==> src/rtl/core/sss_pkg.sv <==
`timescale 1ns / 1ps
// ----------------------------------------------------------------------------
// sss_pkg
// Shared types and codes of the SMTP session sequencer: verb codes, reply
// codes, body characters and the result records that pass to the queue.
// ----------------------------------------------------------------------------
package sss_pkg;

  localparam logic [3:0] VERB_QUIT      = 4'd0;
  localparam logic [3:0] VERB_HELO      = 4'd1;
  localparam logic [3:0] VERB_EHLO      = 4'd2;
  localparam logic [3:0] VERB_XFWD_NAME = 4'd3;
  localparam logic [3:0] VERB_XFWD_PROT = 4'd4;
  localparam logic [3:0] VERB_MAIL      = 4'd5;
  localparam logic [3:0] VERB_RCPT      = 4'd6;
  localparam logic [3:0] VERB_DATA      = 4'd7;
  localparam logic [3:0] VERB_RSET      = 4'd8;
  localparam logic [3:0] VERB_NOOP      = 4'd9;
  localparam logic [3:0] VERB_EMPTY     = 4'd11;

  localparam logic [9:0] REPLY_NONE     = 10'd0;
  localparam logic [9:0] REPLY_BYE      = 10'd221;
  localparam logic [9:0] REPLY_OK       = 10'd250;
  localparam logic [9:0] REPLY_START    = 10'd354;
  localparam logic [9:0] REPLY_SYNTAX   = 10'd500;
  localparam logic [9:0] REPLY_BAD_ARG  = 10'd501;
  localparam logic [9:0] REPLY_UNKNOWN  = 10'd502;
  localparam logic [9:0] REPLY_SEQUENCE = 10'd503;
  localparam logic [9:0] REPLY_FAILED   = 10'd554;

  localparam logic [7:0] CHAR_LF  = 8'h0A;
  localparam logic [7:0] CHAR_CR  = 8'h0D;
  localparam logic [7:0] CHAR_DOT = 8'h2E;

  typedef struct packed {
    logic       reply_valid;
    logic [9:0] reply_code;
    logic       body_valid;
    logic [7:0] body_out;
    logic       data_end;
    logic [7:0] recipients;
    logic       last;
  } sss_result_t;

  typedef struct packed {
    sss_result_t first;
    sss_result_t second;
    logic        pair;
  } sss_step_t;

endpackage

==> src/rtl/core/sss_session.sv <==
`timescale 1ns / 1ps
// ----------------------------------------------------------------------------
// sss_session
// Session state, recipient count and body unstuffing. Turns the registered
// item into one or two result records and updates state when it advances.
// ----------------------------------------------------------------------------
module sss_session #(
  parameter int unsigned RCPT_LIMIT = 255
) (
  input  logic               clk,
  input  logic               rst,
  input  logic               advance,
  input  logic               command,
  input  logic [3:0]         verb,
  input  logic               arg_ok,
  input  logic [7:0]         body_byte,
  output sss_pkg::sss_step_t step
);
  import sss_pkg::*;

  localparam logic [7:0] RCPT_CAP = (RCPT_LIMIT < 255) ? 8'(RCPT_LIMIT) : 8'd255;

  typedef enum logic [2:0] {
    ST_INIT, ST_HELO, ST_XFWD, ST_MAIL, ST_RCPT, ST_DATA, ST_QUIT
  } state_t;

  state_t     state, state_next;
  logic [7:0] rcpt_total, rcpt_total_next;
  logic       in_body, in_body_next;
  logic       at_line_start, at_line_start_next;
  logic       held_dot, held_dot_next;
  logic       held_cr, held_cr_next;

  logic [9:0] code;
  logic       bv;
  logic [7:0] bo;
  logic       de;
  logic       pair;

  function automatic sss_result_t make_result(logic [9:0] c, logic v, logic [7:0] b,
                                              logic e, logic [7:0] n, logic l);
    sss_result_t r;
    r.reply_valid = (c != REPLY_NONE);
    r.reply_code  = c;
    r.body_valid  = v;
    r.body_out    = v ? b : 8'd0;
    r.data_end    = e;
    r.recipients  = n;
    r.last        = l;
    return r;
  endfunction

  always_comb begin
    state_next         = state;
    rcpt_total_next    = rcpt_total;
    in_body_next       = in_body;
    at_line_start_next = at_line_start;
    held_dot_next      = held_dot;
    held_cr_next       = held_cr;
    code               = REPLY_NONE;
    bv                 = 1'b0;
    bo                 = 8'd0;
    de                 = 1'b0;
    pair               = 1'b0;
    if (state == ST_QUIT || command != in_body) begin
      code = REPLY_NONE;
    end else if (command) begin
      if (held_cr) begin
        held_cr_next = 1'b0;
        if (body_byte == CHAR_LF) begin
          in_body_next       = 1'b0;
          at_line_start_next = 1'b1;
          code               = REPLY_OK;
          de                 = 1'b1;
        end else begin
          bv   = 1'b1;
          bo   = CHAR_CR;
          pair = 1'b1;
        end
      end else if (held_dot) begin
        held_dot_next = 1'b0;
        if (body_byte == CHAR_LF) begin
          in_body_next       = 1'b0;
          at_line_start_next = 1'b1;
          code               = REPLY_OK;
          de                 = 1'b1;
        end else if (body_byte == CHAR_CR) begin
          held_cr_next = 1'b1;
        end else begin
          bv = 1'b1;
          bo = body_byte;
        end
      end else if (at_line_start && body_byte == CHAR_DOT) begin
        held_dot_next      = 1'b1;
        at_line_start_next = 1'b0;
      end else begin
        at_line_start_next = (body_byte == CHAR_LF);
        bv                 = 1'b1;
        bo                 = body_byte;
      end
    end else begin
      unique case (verb)
        VERB_QUIT: begin
          state_next = ST_QUIT;
          code       = REPLY_BYE;
        end
        VERB_HELO, VERB_EHLO: begin
          if (state != ST_INIT) rcpt_total_next = 8'd0;
          if (arg_ok) begin
            state_next = ST_HELO;
            code       = REPLY_OK;
          end else begin
            code = REPLY_BAD_ARG;
          end
        end
        VERB_XFWD_NAME, VERB_XFWD_PROT: begin
          state_next = ST_XFWD;
          code       = REPLY_OK;
        end
        VERB_MAIL: begin
          if (state == ST_MAIL) begin
            code = REPLY_SEQUENCE;
          end else if (!arg_ok) begin
            code = REPLY_BAD_ARG;
          end else begin
            state_next = ST_MAIL;
            code       = REPLY_OK;
          end
        end
        VERB_RCPT: begin
          if (state != ST_MAIL && state != ST_RCPT) begin
            code = REPLY_SEQUENCE;
          end else if (!arg_ok) begin
            code = REPLY_BAD_ARG;
          end else begin
            if (rcpt_total < RCPT_CAP) rcpt_total_next = rcpt_total + 8'd1;
            state_next = ST_RCPT;
            code       = REPLY_OK;
          end
        end
        VERB_DATA: begin
          if (state == ST_RCPT) begin
            state_next         = ST_DATA;
            in_body_next       = 1'b1;
            at_line_start_next = 1'b1;
            held_dot_next      = 1'b0;
            held_cr_next       = 1'b0;
            code               = REPLY_START;
          end else if (state == ST_MAIL) begin
            code = REPLY_FAILED;
          end else begin
            code = REPLY_SEQUENCE;
          end
        end
        VERB_RSET: begin
          rcpt_total_next = 8'd0;
          state_next      = ST_INIT;
          code            = REPLY_OK;
        end
        VERB_NOOP:  code = REPLY_OK;
        VERB_EMPTY: code = REPLY_SYNTAX;
        default:    code = REPLY_UNKNOWN;
      endcase
    end
    step.first  = make_result(code, bv, bo, de, rcpt_total_next, !pair);
    step.second = make_result(REPLY_NONE, 1'b1, body_byte, 1'b0, rcpt_total_next, 1'b1);
    step.pair   = pair;
  end

  always_ff @(posedge clk) begin
    if (rst) begin
      state         <= ST_INIT;
      rcpt_total    <= 8'd0;
      in_body       <= 1'b0;
      at_line_start <= 1'b1;
      held_dot      <= 1'b0;
      held_cr       <= 1'b0;
    end else if (advance) begin
      state         <= state_next;
      rcpt_total    <= rcpt_total_next;
      in_body       <= in_body_next;
      at_line_start <= at_line_start_next;
      held_dot      <= held_dot_next;
      held_cr       <= held_cr_next;
    end
  end

endmodule

==> src/rtl/core/sss_result_queue.sv <==
`timescale 1ns / 1ps
// ----------------------------------------------------------------------------
// sss_result_queue
// Four-entry result queue. Takes one or two records per cycle and hands
// out one record per output beat.
// ----------------------------------------------------------------------------
module sss_result_queue (
  input  logic                 clk,
  input  logic                 rst,
  input  logic                 push,
  input  sss_pkg::sss_step_t   step,
  output logic                 room,
  output logic                 out_valid,
  input  logic                 out_ready,
  output sss_pkg::sss_result_t head
);
  import sss_pkg::*;

  sss_result_t entries [4];
  logic [1:0]  wr_ptr;
  logic [1:0]  rd_ptr;
  logic [2:0]  count;
  logic [2:0]  count_next;
  logic        pop;
  logic [2:0]  push_n;

  assign room      = (count <= 3'd2);
  assign out_valid = (count != 3'd0);
  assign pop       = out_valid && out_ready;
  assign head      = entries[rd_ptr];
  assign push_n    = push ? (step.pair ? 3'd2 : 3'd1) : 3'd0;
  assign count_next = count + push_n - {2'b00, pop};

  always_ff @(posedge clk) begin
    if (push) begin
      entries[wr_ptr] <= step.first;
      if (step.pair) entries[wr_ptr + 2'd1] <= step.second;
    end
  end

  always_ff @(posedge clk) begin
    if (rst) begin
      wr_ptr <= 2'd0;
      rd_ptr <= 2'd0;
      count  <= 3'd0;
    end else begin
      wr_ptr <= wr_ptr + push_n[1:0];
      if (pop) rd_ptr <= rd_ptr + 2'd1;
      count <= count_next;
    end
  end

endmodule

==> src/rtl/core/smtp_server_session_sequencer_unit.sv <==
`timescale 1ns / 1ps
// ----------------------------------------------------------------------------
// smtp_server_session_sequencer_unit
// Server side of an SMTP session with dot-unstuffing of the message body.
//
// Input channel (in_valid/in_ready): one beat is either a classified
// command (command = 0, verb, arg_ok) or one body byte (command = 1).
// Output channel (out_valid/out_ready): one result beat carries a reply
// code, an unstuffed body byte, the end-of-data flag and the recipient
// count; last marks the final beat of an input item.
// Path: an accepted item lands in the input register, is evaluated there
// and, once the queue has room, is written to the result queue, whose head
// drives the output. Throughput: one item per cycle while the queue has room;
// a held CR released with the next byte makes two output beats.
// A four-entry result queue sets the rate: an item leaves the input
// register only while two entries are free.
// When the receiver stalls, the queue fills and in_ready drops.
// Reset: session in init, no recipients, no body phase, queue empty.
// ----------------------------------------------------------------------------
module smtp_server_session_sequencer_unit #(
  parameter int unsigned RCPT_LIMIT = 255
) (
  input  logic       clk,
  input  logic       rst,
  input  logic       in_valid,
  output logic       in_ready,
  input  logic       command,
  input  logic [3:0] verb,
  input  logic       arg_ok,
  input  logic [7:0] body_byte,
  output logic       out_valid,
  input  logic       out_ready,
  output logic       reply_valid,
  output logic [9:0] reply_code,
  output logic       body_valid,
  output logic [7:0] body_out,
  output logic       data_end,
  output logic [7:0] recipients,
  output logic       last
);
  import sss_pkg::*;

  logic        item_valid;
  logic        item_command;
  logic [3:0]  item_verb;
  logic        item_arg_ok;
  logic [7:0]  item_byte;
  logic        room;
  logic        advance;
  sss_step_t   step;
  sss_result_t head;

  assign advance  = item_valid && room;
  assign in_ready = !item_valid || advance;

  always_ff @(posedge clk) begin
    if (rst) begin
      item_valid <= 1'b0;
    end else if (in_ready) begin
      item_valid <= in_valid;
    end
  end

  always_ff @(posedge clk) begin
    if (in_ready && in_valid) begin
      item_command <= command;
      item_verb    <= verb;
      item_arg_ok  <= arg_ok;
      item_byte    <= body_byte;
    end
  end

  sss_session #(
    .RCPT_LIMIT(RCPT_LIMIT)
  ) u_session (
    .clk      (clk),
    .rst      (rst),
    .advance  (advance),
    .command  (item_command),
    .verb     (item_verb),
    .arg_ok   (item_arg_ok),
    .body_byte(item_byte),
    .step     (step)
  );

  sss_result_queue u_queue (
    .clk      (clk),
    .rst      (rst),
    .push     (advance),
    .step     (step),
    .room     (room),
    .out_valid(out_valid),
    .out_ready(out_ready),
    .head     (head)
  );

  assign reply_valid = head.reply_valid;
  assign reply_code  = head.reply_code;
  assign body_valid  = head.body_valid;
  assign body_out    = head.body_out;
  assign data_end    = head.data_end;
  assign recipients  = head.recipients;
  assign last        = head.last;

endmodule

==> config.mk <==
export PLATFORM = sky130hd
export DESIGN_NAME = smtp_server_session_sequencer_unit
export DESIGN_NICKNAME = d
export VERILOG_FILES = /design/src/rtl/core/sss_pkg.sv /design/src/rtl/core/sss_session.sv /design/src/rtl/core/sss_result_queue.sv /design/src/rtl/core/smtp_server_session_sequencer_unit.sv
export SDC_FILE = /design/constraint.sdc
export NUM_CORES = 1
export LEC_CHECK = 0
export BUFFER_PORTS_ARGS = -buffer_cell sky130_fd_sc_hd__buf_2
export CORE_AREA = 2 2 88 174
export DETAILED_ROUTE_END_ITERATION = 7
export DIE_AREA = 0 0 90 176
export MAX_ROUTING_LAYER = met4
export PLACE_DENSITY = 0.79
export SYNTH_ARGS = -nofsm -noshare
export SYNTH_HDL_FRONTEND = slang
export SYNTH_HIERARCHICAL = 1
export SYNTH_SLANG_ARGS = --single-unit
==> constraint.sdc <==
create_clock -name clk -period 3.4 [get_ports clk]
set_input_delay 0.51 -clock clk [delete_from_list [all_inputs] [get_ports clk]]
set_output_delay 0.51 -clock clk [all_outputs]
set_load 0.05 [all_outputs]
Yosys cells after proc, flatten, opt, wreduce, memory -nomap -nowiden
Memories as Yosys holds them, arrays and structs flattened. A register that Yosys moved wholly into a read port is not among the register bits.
Index checks and enable logic that the tools add are counted.
Widths: inputs -> output; s select.
- $add $sub $neg: 6
- mux-type cells: 81
- bitwise logic cells: 2
- reductions and logical operators: 23
- magnitude comparators: 2
- div/mod/pow operators: 0
- equality and inequality tests: 27
- multipliers: 0
- shift operators: 0
- operators with widths (cell ; count):
    $mux 8 ; 15
    $mux 10 ; 8
    $pmux 10 s7 ; 1
    $mux 1 ; 43
    $pmux 8 s3 ; 1
    $mux 3 ; 7
    $pmux 3 s7 ; 1
    $eq 4x3->1 const B ; 4
    $eq 8x4->1 const B ; 2
    $eq 4x4->1 const B ; 3
    $ne 2x2->1 const B ; 6
    $reduce_and 10->1 ; 1
    $reduce_and 5->1 ; 2
    $reduce_bool 10->1 ; 1
    $mux 9 ; 1
    $add 8x1->8 const B ; 1
    $eq 4x2->1 const B ; 2
    $eq 8x6->1 const B ; 1
    $lt 8x8->1 const B ; 1
    $reduce_bool 7->1 ; 1
    $eq 3x3->1 const B ; 2
    $mux 2 ; 3
    $reduce_bool 3->1 ; 2
    $logic_and 1x1->1 ; 5
    21 further kinds ; 27
- logic and storage cells: 156
- memories: 1
- ROM bits: 0
- memory bits (writable): 120
- output and inout bits: 32
- latch bits: 0
- bits in registers: 37
- memory list (name ; words ; bits a word ; read ports ; clocked after memory_dff ; wr ports ; line ; source):
    u_queue.entries ; 4 ; 30 ; 1 ; 1 ; 2 ; sss_result_queue.sv:19 ; sss_result_t entries [4];

Longest topological paths before layout
Gate-level depths: netlist (run 1).
- word-level depth: 9
- mapped depth: 15

Modules after synthesis
The synthesis (run 1) kept the hierarchy.
- by module, submodules not included (module ; area each (um^2) ; instances ; sequential area each (um^2) ; cells an instance):
    sss_result_queue ; 6364.9 ; 1 ; 3783.6 ; 345
    sss_session ; 1985.7 ; 1 ; 300.3 ; 290
    smtp_server_session_sequencer_unit ; 483.0 ; 1 ; 440.4 ; 20

Least setup slack after synthesis (run 1)
Ideal clock, no wire load.
- kind: reg-to-reg
- from: register u_session.state[1]
- to: memory u_queue/entries[2][0] (netlist bit), enable pin
- period minus slack after synthesis: 3.106 ns
- buffers on the path: 3
- data required time: 2.979 ns
- path slack: 0.294 ns
- arrival time: 2.685 ns
- cell stages (with the launch flop): 10
- cells stage by stage: dfxtp_1 -> buf_4 -> and3b_1 -> nor2_1 -> nand3_1 -> inv_1 -> buf_4 -> clkbuf_2 -> a21oi_1 -> nor2b_1
- RTL lines (element ; line ; source):
    start, declared ; sss_session.sv:27 ; state_t state, state_next;
    start signal, assigned ; sss_session.sv:179 ; state <= state_next;
    end, declared ; sss_result_queue.sv:19 ;

==> results of run 1 <==
==> registers in the layout (all words and copies together), names as in the netlist, named ones only <==
signal                   flops
item_arg_ok                  1
item_byte                    8
item_command                 1
item_valid                   1
item_verb                    4
u_queue/count                3
u_queue/entries            120
u_queue/rd_ptr               2
u_queue/wr_ptr               2
u_session/at_line_start      1
u_session/held_cr            1
u_session/held_dot           1
u_session/in_body            1
u_session/rcpt_total         8
u_session/state              3
==> path summary, 6_finish.rpt <==
check | start | endpoint | slack [ns] | cells after the start
worst max register to register | item_byte[4]$_DFFE_PP_ | u_queue/count[2]$_SDFF_PP0_ | 0.23 | 13
worst max-delay path | item_byte[4]$_DFFE_PP_ | u_queue/count[2]$_SDFF_PP0_ | 0.23 | 13
worst min-delay path | verb[2] | item_verb[2]$_DFFE_PP_ | 0.26 | 1
worst min register to register | item_valid$_SDFFE_PP0P_ | item_valid$_SDFFE_PP0P_ | 0.50 | 2
==> area by class of cell <==
type                            count  share of cell area (%)
Sequential cell                   159                    46.8
Tap cell                          192                    2.49
Inverter                           17                   0.660
Multi-Input combinational cell    419                    39.7
Timing Repair Buffer               72                    4.58
Clock buffer                       17                    4.40
Clock inverter                     14                    1.37
==> where the power goes <==
part           internal, mW  total (mW)  switching, mW
Combinational         0.572        1.65           1.08
Clock                  1.01        1.80          0.785
Sequential             2.26        2.38          0.118
==> kinds of logic after synthesis <==
logic type | after synthesis
and+or+nand+nor | 145
other | 2
buffers and inverters | 89
adders and majority gates | 6
xor gates and xnor gates | 6
muxes | 156
DFF | 159
AOI/OAI and AO/OA | 92
==> metal layers <==
layer | GRT usage [%] | up-vias | share of wire [%]
li1 | - | 2524 | -
met1 | 27.1 | 2758 | 37
met2 | 46.8 | 180 | 55
met3 | 4.14 | 49 | 3.8
met4 | 13.5 | 0 | 3.8
met5 | - | - | 0
==> synth_stat cells, drive strengths merged, types with 4 or more instances <==
| cell type | n |
|---|---|
| ha | 5 |
| edfxtp | 134 |
| and2 | 11 |
| xnor2 | 4 |
| buf | 54 |
| nor2b | 6 |
| mux2 | 120 |
| clkbuf | 18 |
| mux4 | 30 |
| mux2i | 6 |
| nor2 | 33 |
| or3 | 7 |
| o31ai | 5 |
| nand2 | 23 |
| dfxtp | 25 |
| a21oi | 29 |
| nand2b | 8 |
| nand3 | 18 |
| nor3 | 9 |
| inv | 17 |
| o21ai | 25 |
==> stage by stage <==
step	hold WS [ns]	std cells	util, %	area, um2
3_5_place_dp	0.490	859	63.1	9100
4_1_cts	0.238	890	66.9	9660
5_1_grt	0.244	890	67.0	9660
2_1_floorplan	0.460	667	-	8880
6_report	0.256	890	67.0	9660
3_3_place_gp	0.479	859	63.1	9100
==> cell usage in the layout, fill, tap and decap left out, types with 6 or more instances in the layout <==
cell,count
mux4_2,30
mux2_2,89
and2_1,9
mux2i_1,6
conb_1,14
nand3_1,17
buf_2,49
nor3_1,8
or3_1,7
dfxtp_1,24
nand2b_1,7
clkbuf_16,17
inv_1,17
nor2_1,31
a21oi_1,28
edfxtp_1,134
o21ai_0,23
buf_4,21
nand2_1,23
mux2_4,30
==> results.cfg, run 1 <==
[drt]
first_pass_iters = 5
wl_mm = 19.2
ant_nets = 0
routedWlPerCell_um = 21.6
viasPerCell = 6.19
drc_errors = 0
num_vias = 5511
initialDrtViolationCount = 398

[clocking]
cts_resized = 0
cts_setup_buffers = 0
clockBufferDepth = 2
cts_hold_buf = 0
cts_root_buffer = clkbuf_16
cts_tree = done
clk_transition_reported_paths_ns = 0.07
htreeDepth = 4
cts_buffers = 17
clk_latency_ns = 0.43
clock_sinks = 159

[power_and_ir_drop]
vdd_drop_max_v = 0.000394
leakagePower_nw = 3.57
p_per_area_nw_per_um2 = 603
power.total_mw = 5.83

[timing]
fin_worst_skew_ns = 0.0104
fin_tns_setup_ns = 0
fin_ws_ns = 0.227
hold_viol = 0
maxClockFrequency_mhz = 315
min_period_over_period_pct = 93.3
grt_setup_unrepaired = no
slew_headroom_pct = 36.0
finalMaxSlewViolations = 0
layout_min_cycle_time_ns = 3.17
setup_viol = 0
worst-slew-pin-transition_ns = 0.952

[cells_and_area]
final_nets = 710
seqCellArea_um2 = 4530
layout.filler_cells = 1041
syn_to_final_growth_pct = 9.39
drive_gt1_share_pct = 39.4
n_antenna_cell = 0
multi_input_area_um2 = 3830

[synth]
synth-simple-area-share_pct = 9.24
synth_area_um2 = 8830
synth_xor_area_share_pct = 0.595
synth.area.top_cells = edfxtp_1, mux2_2, mux4_2
ys_async_sr_fraction_pct = 0
synth_top_area_cell = edfxtp_1
synth-seq-area-share_pct = 51.2
synth_top_family_by_area = multiplexers
netlist-cell-type-count = 80
synthFlopType = edfxtp_1
synth_compound_area_share_pct = 6.90
synthAdderAreaFrac_pct = 0.935
synth_top_area_share_pct = 45.6
syn_area_per_cell_um2 = 13.5
synth_edf_count = 134
synthCells = 655
synth_warnings = 6
muxShareOfSynthArea_pct = 24.9
synth_seq_cells = 159

[setup_path]
cp_max_fo = 8
endpoint_kind = flop
path_cells = nor4b_1 > buf_4 > nand2_1 > nand3_1 > inv_1 > nand2b_1 > ha_1 > inv_1 > ha_1 > fa_1 > xor2_1 > and2_1 > nor3_1
cp.buffers_inverters = 3
worst-setup-path-type = flop to flop
cp_slowest_stage_delay_ns = 0.46
cp.required_ns = 3.75
critPathTopFamily = simple AND/OR/NAND/NOR gates
cp-start-kind = flop
crit_path_top_delay_cell = edfxtp_1
arrival_ns = 3.52

[grt]
grt_antenna_before_repair = 0
grt_pass1_vias = 5813
grt_use_total_pct = 25.9
grt_max_degree = 31
globalRouteOverflowTotal = 0
grt_pass1_wl_mm = 30.5

[die]
coreArea_um2 = 14400
initial_core_util_pct = 61.2
core.rowCount = 62
die_h_um = 176
io_pins = 50
die_area_um2 = 15800
die_w_um = 90

[place]
place_congestion = 0.950
dp_hpwl_mm = 12.5
port_buffers = 49
post-place-ws_ns = 0.205

[outcome]
status = finished, final reports clean

[run]
max_cap_viol_count = 0

[worst_hold_path]
hold_class = input pin to flop
No activity file was read; power rests on OpenSTA's default activity.
==> run 2: changes to the inputs <==
--- a/config.mk
+++ b/config.mk
@@ -6,11 +6,11 @@
 export NUM_CORES = 1
 export LEC_CHECK = 0
 export BUFFER_PORTS_ARGS = -buffer_cell sky130_fd_sc_hd__buf_2
-export CORE_AREA = 2 2 88 174
+export CORE_AREA = 2 2 92 183
 export DETAILED_ROUTE_END_ITERATION = 7
-export DIE_AREA = 0 0 90 176
+export DIE_AREA = 0 0 94 185
 export MAX_ROUTING_LAYER = met4
-export PLACE_DENSITY = 0.79
+export PLACE_DENSITY = 0.76
 export SYNTH_ARGS = -nofsm -noshare
 export SYNTH_HDL_FRONTEND = slang
 export SYNTH_HIERARCHICAL = 1
==> constraint.sdc (replaced) <==
create_clock -name clk -period 2.8 [get_ports clk]
set_input_delay 0.42 -clock clk [delete_from_list [all_inputs] [get_ports clk]]
set_output_delay 0.42 -clock clk [all_outputs]
set_load 0.05 [all_outputs]
==> run 2 against run 1 <==
  * Cell count grew 2.9%
  * Combinational power increased by 27%
  * Highest routed layer unchanged
  * Sequential power rose by 19%
  * Die area grew 9.8%
  * Clock power is 26% higher
  * Clock skew up 0.00062 ns
  * Global-route usage fell by 3.1 points
==> results.cfg, run 2 (synthesis results as in run 1) <==
[timing]
hold_viol = 0
fin_worst_skew_ns = 0.0110
whs_ns = 0.155
maxClockFrequency_mhz = 379
fin_ws_ns = 0.162
worst-slew-pin-transition_ns = 0.738
layout_min_cycle_time_ns = 2.64
min_period_over_period_pct = 94.2
finalMaxSlewViolations = 0
setup_viol = 0
grt_setup_unrepaired = no
slew_headroom_pct = 50.4

[place]
dp_hpwl_mm = 11.4
dp_cells = 883
place_congestion = 0.934
port_buffers = 49
post-place-ws_ns = 0.0370

[setup_path]
cp_slowest_stage_delay_ns = 0.58
ff2ff_path_depth = 6
path_cells = and3b_1 > o21ai_2 > or4b_4 > or3_1 > o22ai_1 > mux2_2
crit_path_top_delay_cell = or4b_4
cp_max_fo = 9
cp-start-kind = flop
worst-setup-path-type = flop to flop
arrival_ns = 2.94
endpoint_kind = flop
cp.required_ns = 3.10

[drt]
viasPerCell = 5.94
wl_mm = 18.2
initialDrtViolationCount = 397
ant_nets = 0
routedWlPerCell_um = 19.8
num_vias = 5439
drc_errors = 0
first_pass_iters = 6

[cells_and_area]
largest_reg_flops = 120
syn_to_final_growth_pct = 12.3
final_cell_mix = edfxtp_1, mux2_2, buf_2, nor2_1
final_nets = 723
layout.filler_cells = 1222
reg.largest.list = u_queue/entries x120, item_byte x8, u_session/rcpt_total x8
layout_commonest_cell = edfxtp_1
regMostFlops = u_queue/entries
drive_gt1_share_pct = 41.6
fin_cells = 916
n_antenna_cell = 0

[grt]
grt_max_degree = 31
globalRouteOverflowTotal = 0
grt_use_total_pct = 22.9
grt_antenna_before_repair = 0
grt_pass1_wl_mm = 28.9
grt_pass1_vias = 5485

[die]
coreArea_um2 = 16100
core.rowCount = 66
die_area_um2 = 17400
die_h_um = 185
io_pins = 50
die_w_um = 94
initial_core_util_pct = 54.9

[power_and_ir_drop]
leakagePower_nw = 3.69
p_per_area_nw_per_um2 = 724
power.total_mw = 7.18
vdd_drop_max_v = 0.000492

[worst_hold_path]
hold_class = input pin to flop
hold_depth = 1

[clocking]
cts_buffers = 17
clock_sinks = 159
cts_root_buffer = clkbuf_16
clk_latency_ns = 0.44
htreeDepth = 4
cts_tree = done
clk_transition_reported_paths_ns = 0.07
clockBufferDepth = 2

[run]
max_cap_viol_count = 0

[outcome]
status = finished, final reports clean
[run 2: changes by cell type in the layout (fill, tap and decap cells not counted), moves of 2 or more]
cell        delta
clkinvlp_4     -2
buf_12         +6
nor4b_4        +2
buf_4          +7
inv_6          +2
inv_8          +2
[run 2: repair_timing]
action	4_1_cts	5_1_grt
hold buffers	0	0
gates resized for setup	0	7
endpoints found under the setup margin	0	5
buffers inserted	0	1
[run 2: final cells by class]
cell class	count	area (um2)	share of cell area (%)
Inverter	17	63.8	0.643
Sequential cell	159	4530	45.6
Multi-Input combinational cell	419	3880	39.1
Timing Repair Buffer	85	616	6.21
Clock inverter	15	149	1.50
Clock buffer	17	425	4.29
Tap cell	204	255	2.57
[run 2: per-stage QoR]
| stage | util (%) | instance area (um2) | setup TNS, ns |
|---|---|---|---|
| after global routing | 61.6 | 9920 | 0 |
| final | 61.6 | 9920 | 0 |
| after CTS | 61.4 | 9880 | 0 |
| after floorplan | - | 8910 | -14.93 |
| after global placement | 57.8 | 9310 | 0 |
| after detailed placement | 57.8 | 9310 | 0 |
[run 2: where the power goes]
part | switching [mW] | leakage [nW] | internal [mW]
clock | 1.01 | 0.277 | 1.25
sequential | 0.0867 | 1.43 | 2.74
combinational | 1.36 | 1.98 | 0.727
[run 2: final timing paths]
kind	slack, ns	to	from
hold reg to reg	0.51	item_valid$_SDFFE_PP0P_	item_valid$_SDFFE_PP0P_
hold / removal	0.16	item_verb[2]$_DFFE_PP_	verb[2]
setup reg to reg	0.16	u_queue/entries[0][6]$_DFFE_PP_	u_session/state[1]$_SDFFE_PP0P_
setup / recovery	0.16	u_queue/entries[0][6]$_DFFE_PP_	u_session/state[1]$_SDFFE_PP0P_
[run 2: layer usage]
| metal | part of all wire, % | wire [um] | up-vias | GRT usage (%) |
|---|---|---|---|---|
| li1 | - | - | 2564 | - |
| met4 | 2.0 | 372 | 0 | 8.41 |
| met5 | 0 | 0 | - | - |
| met1 | 42 | 7540 | 2690 | 27.5 |
| met2 | 53 | 9600 | 159 | 38.6 |
| met3 | 3.5 | 643 | 26 | 3.78 |
[run 2: critical path: cells and delay by family (launching register included)]
kind             cells  cell delay, ns
multiplexers         1            0.24
flip-flops           1            0.48
AND/OR/NAND/NOR      3            1.26
AO/OA/AOI/OAI        2            0.53
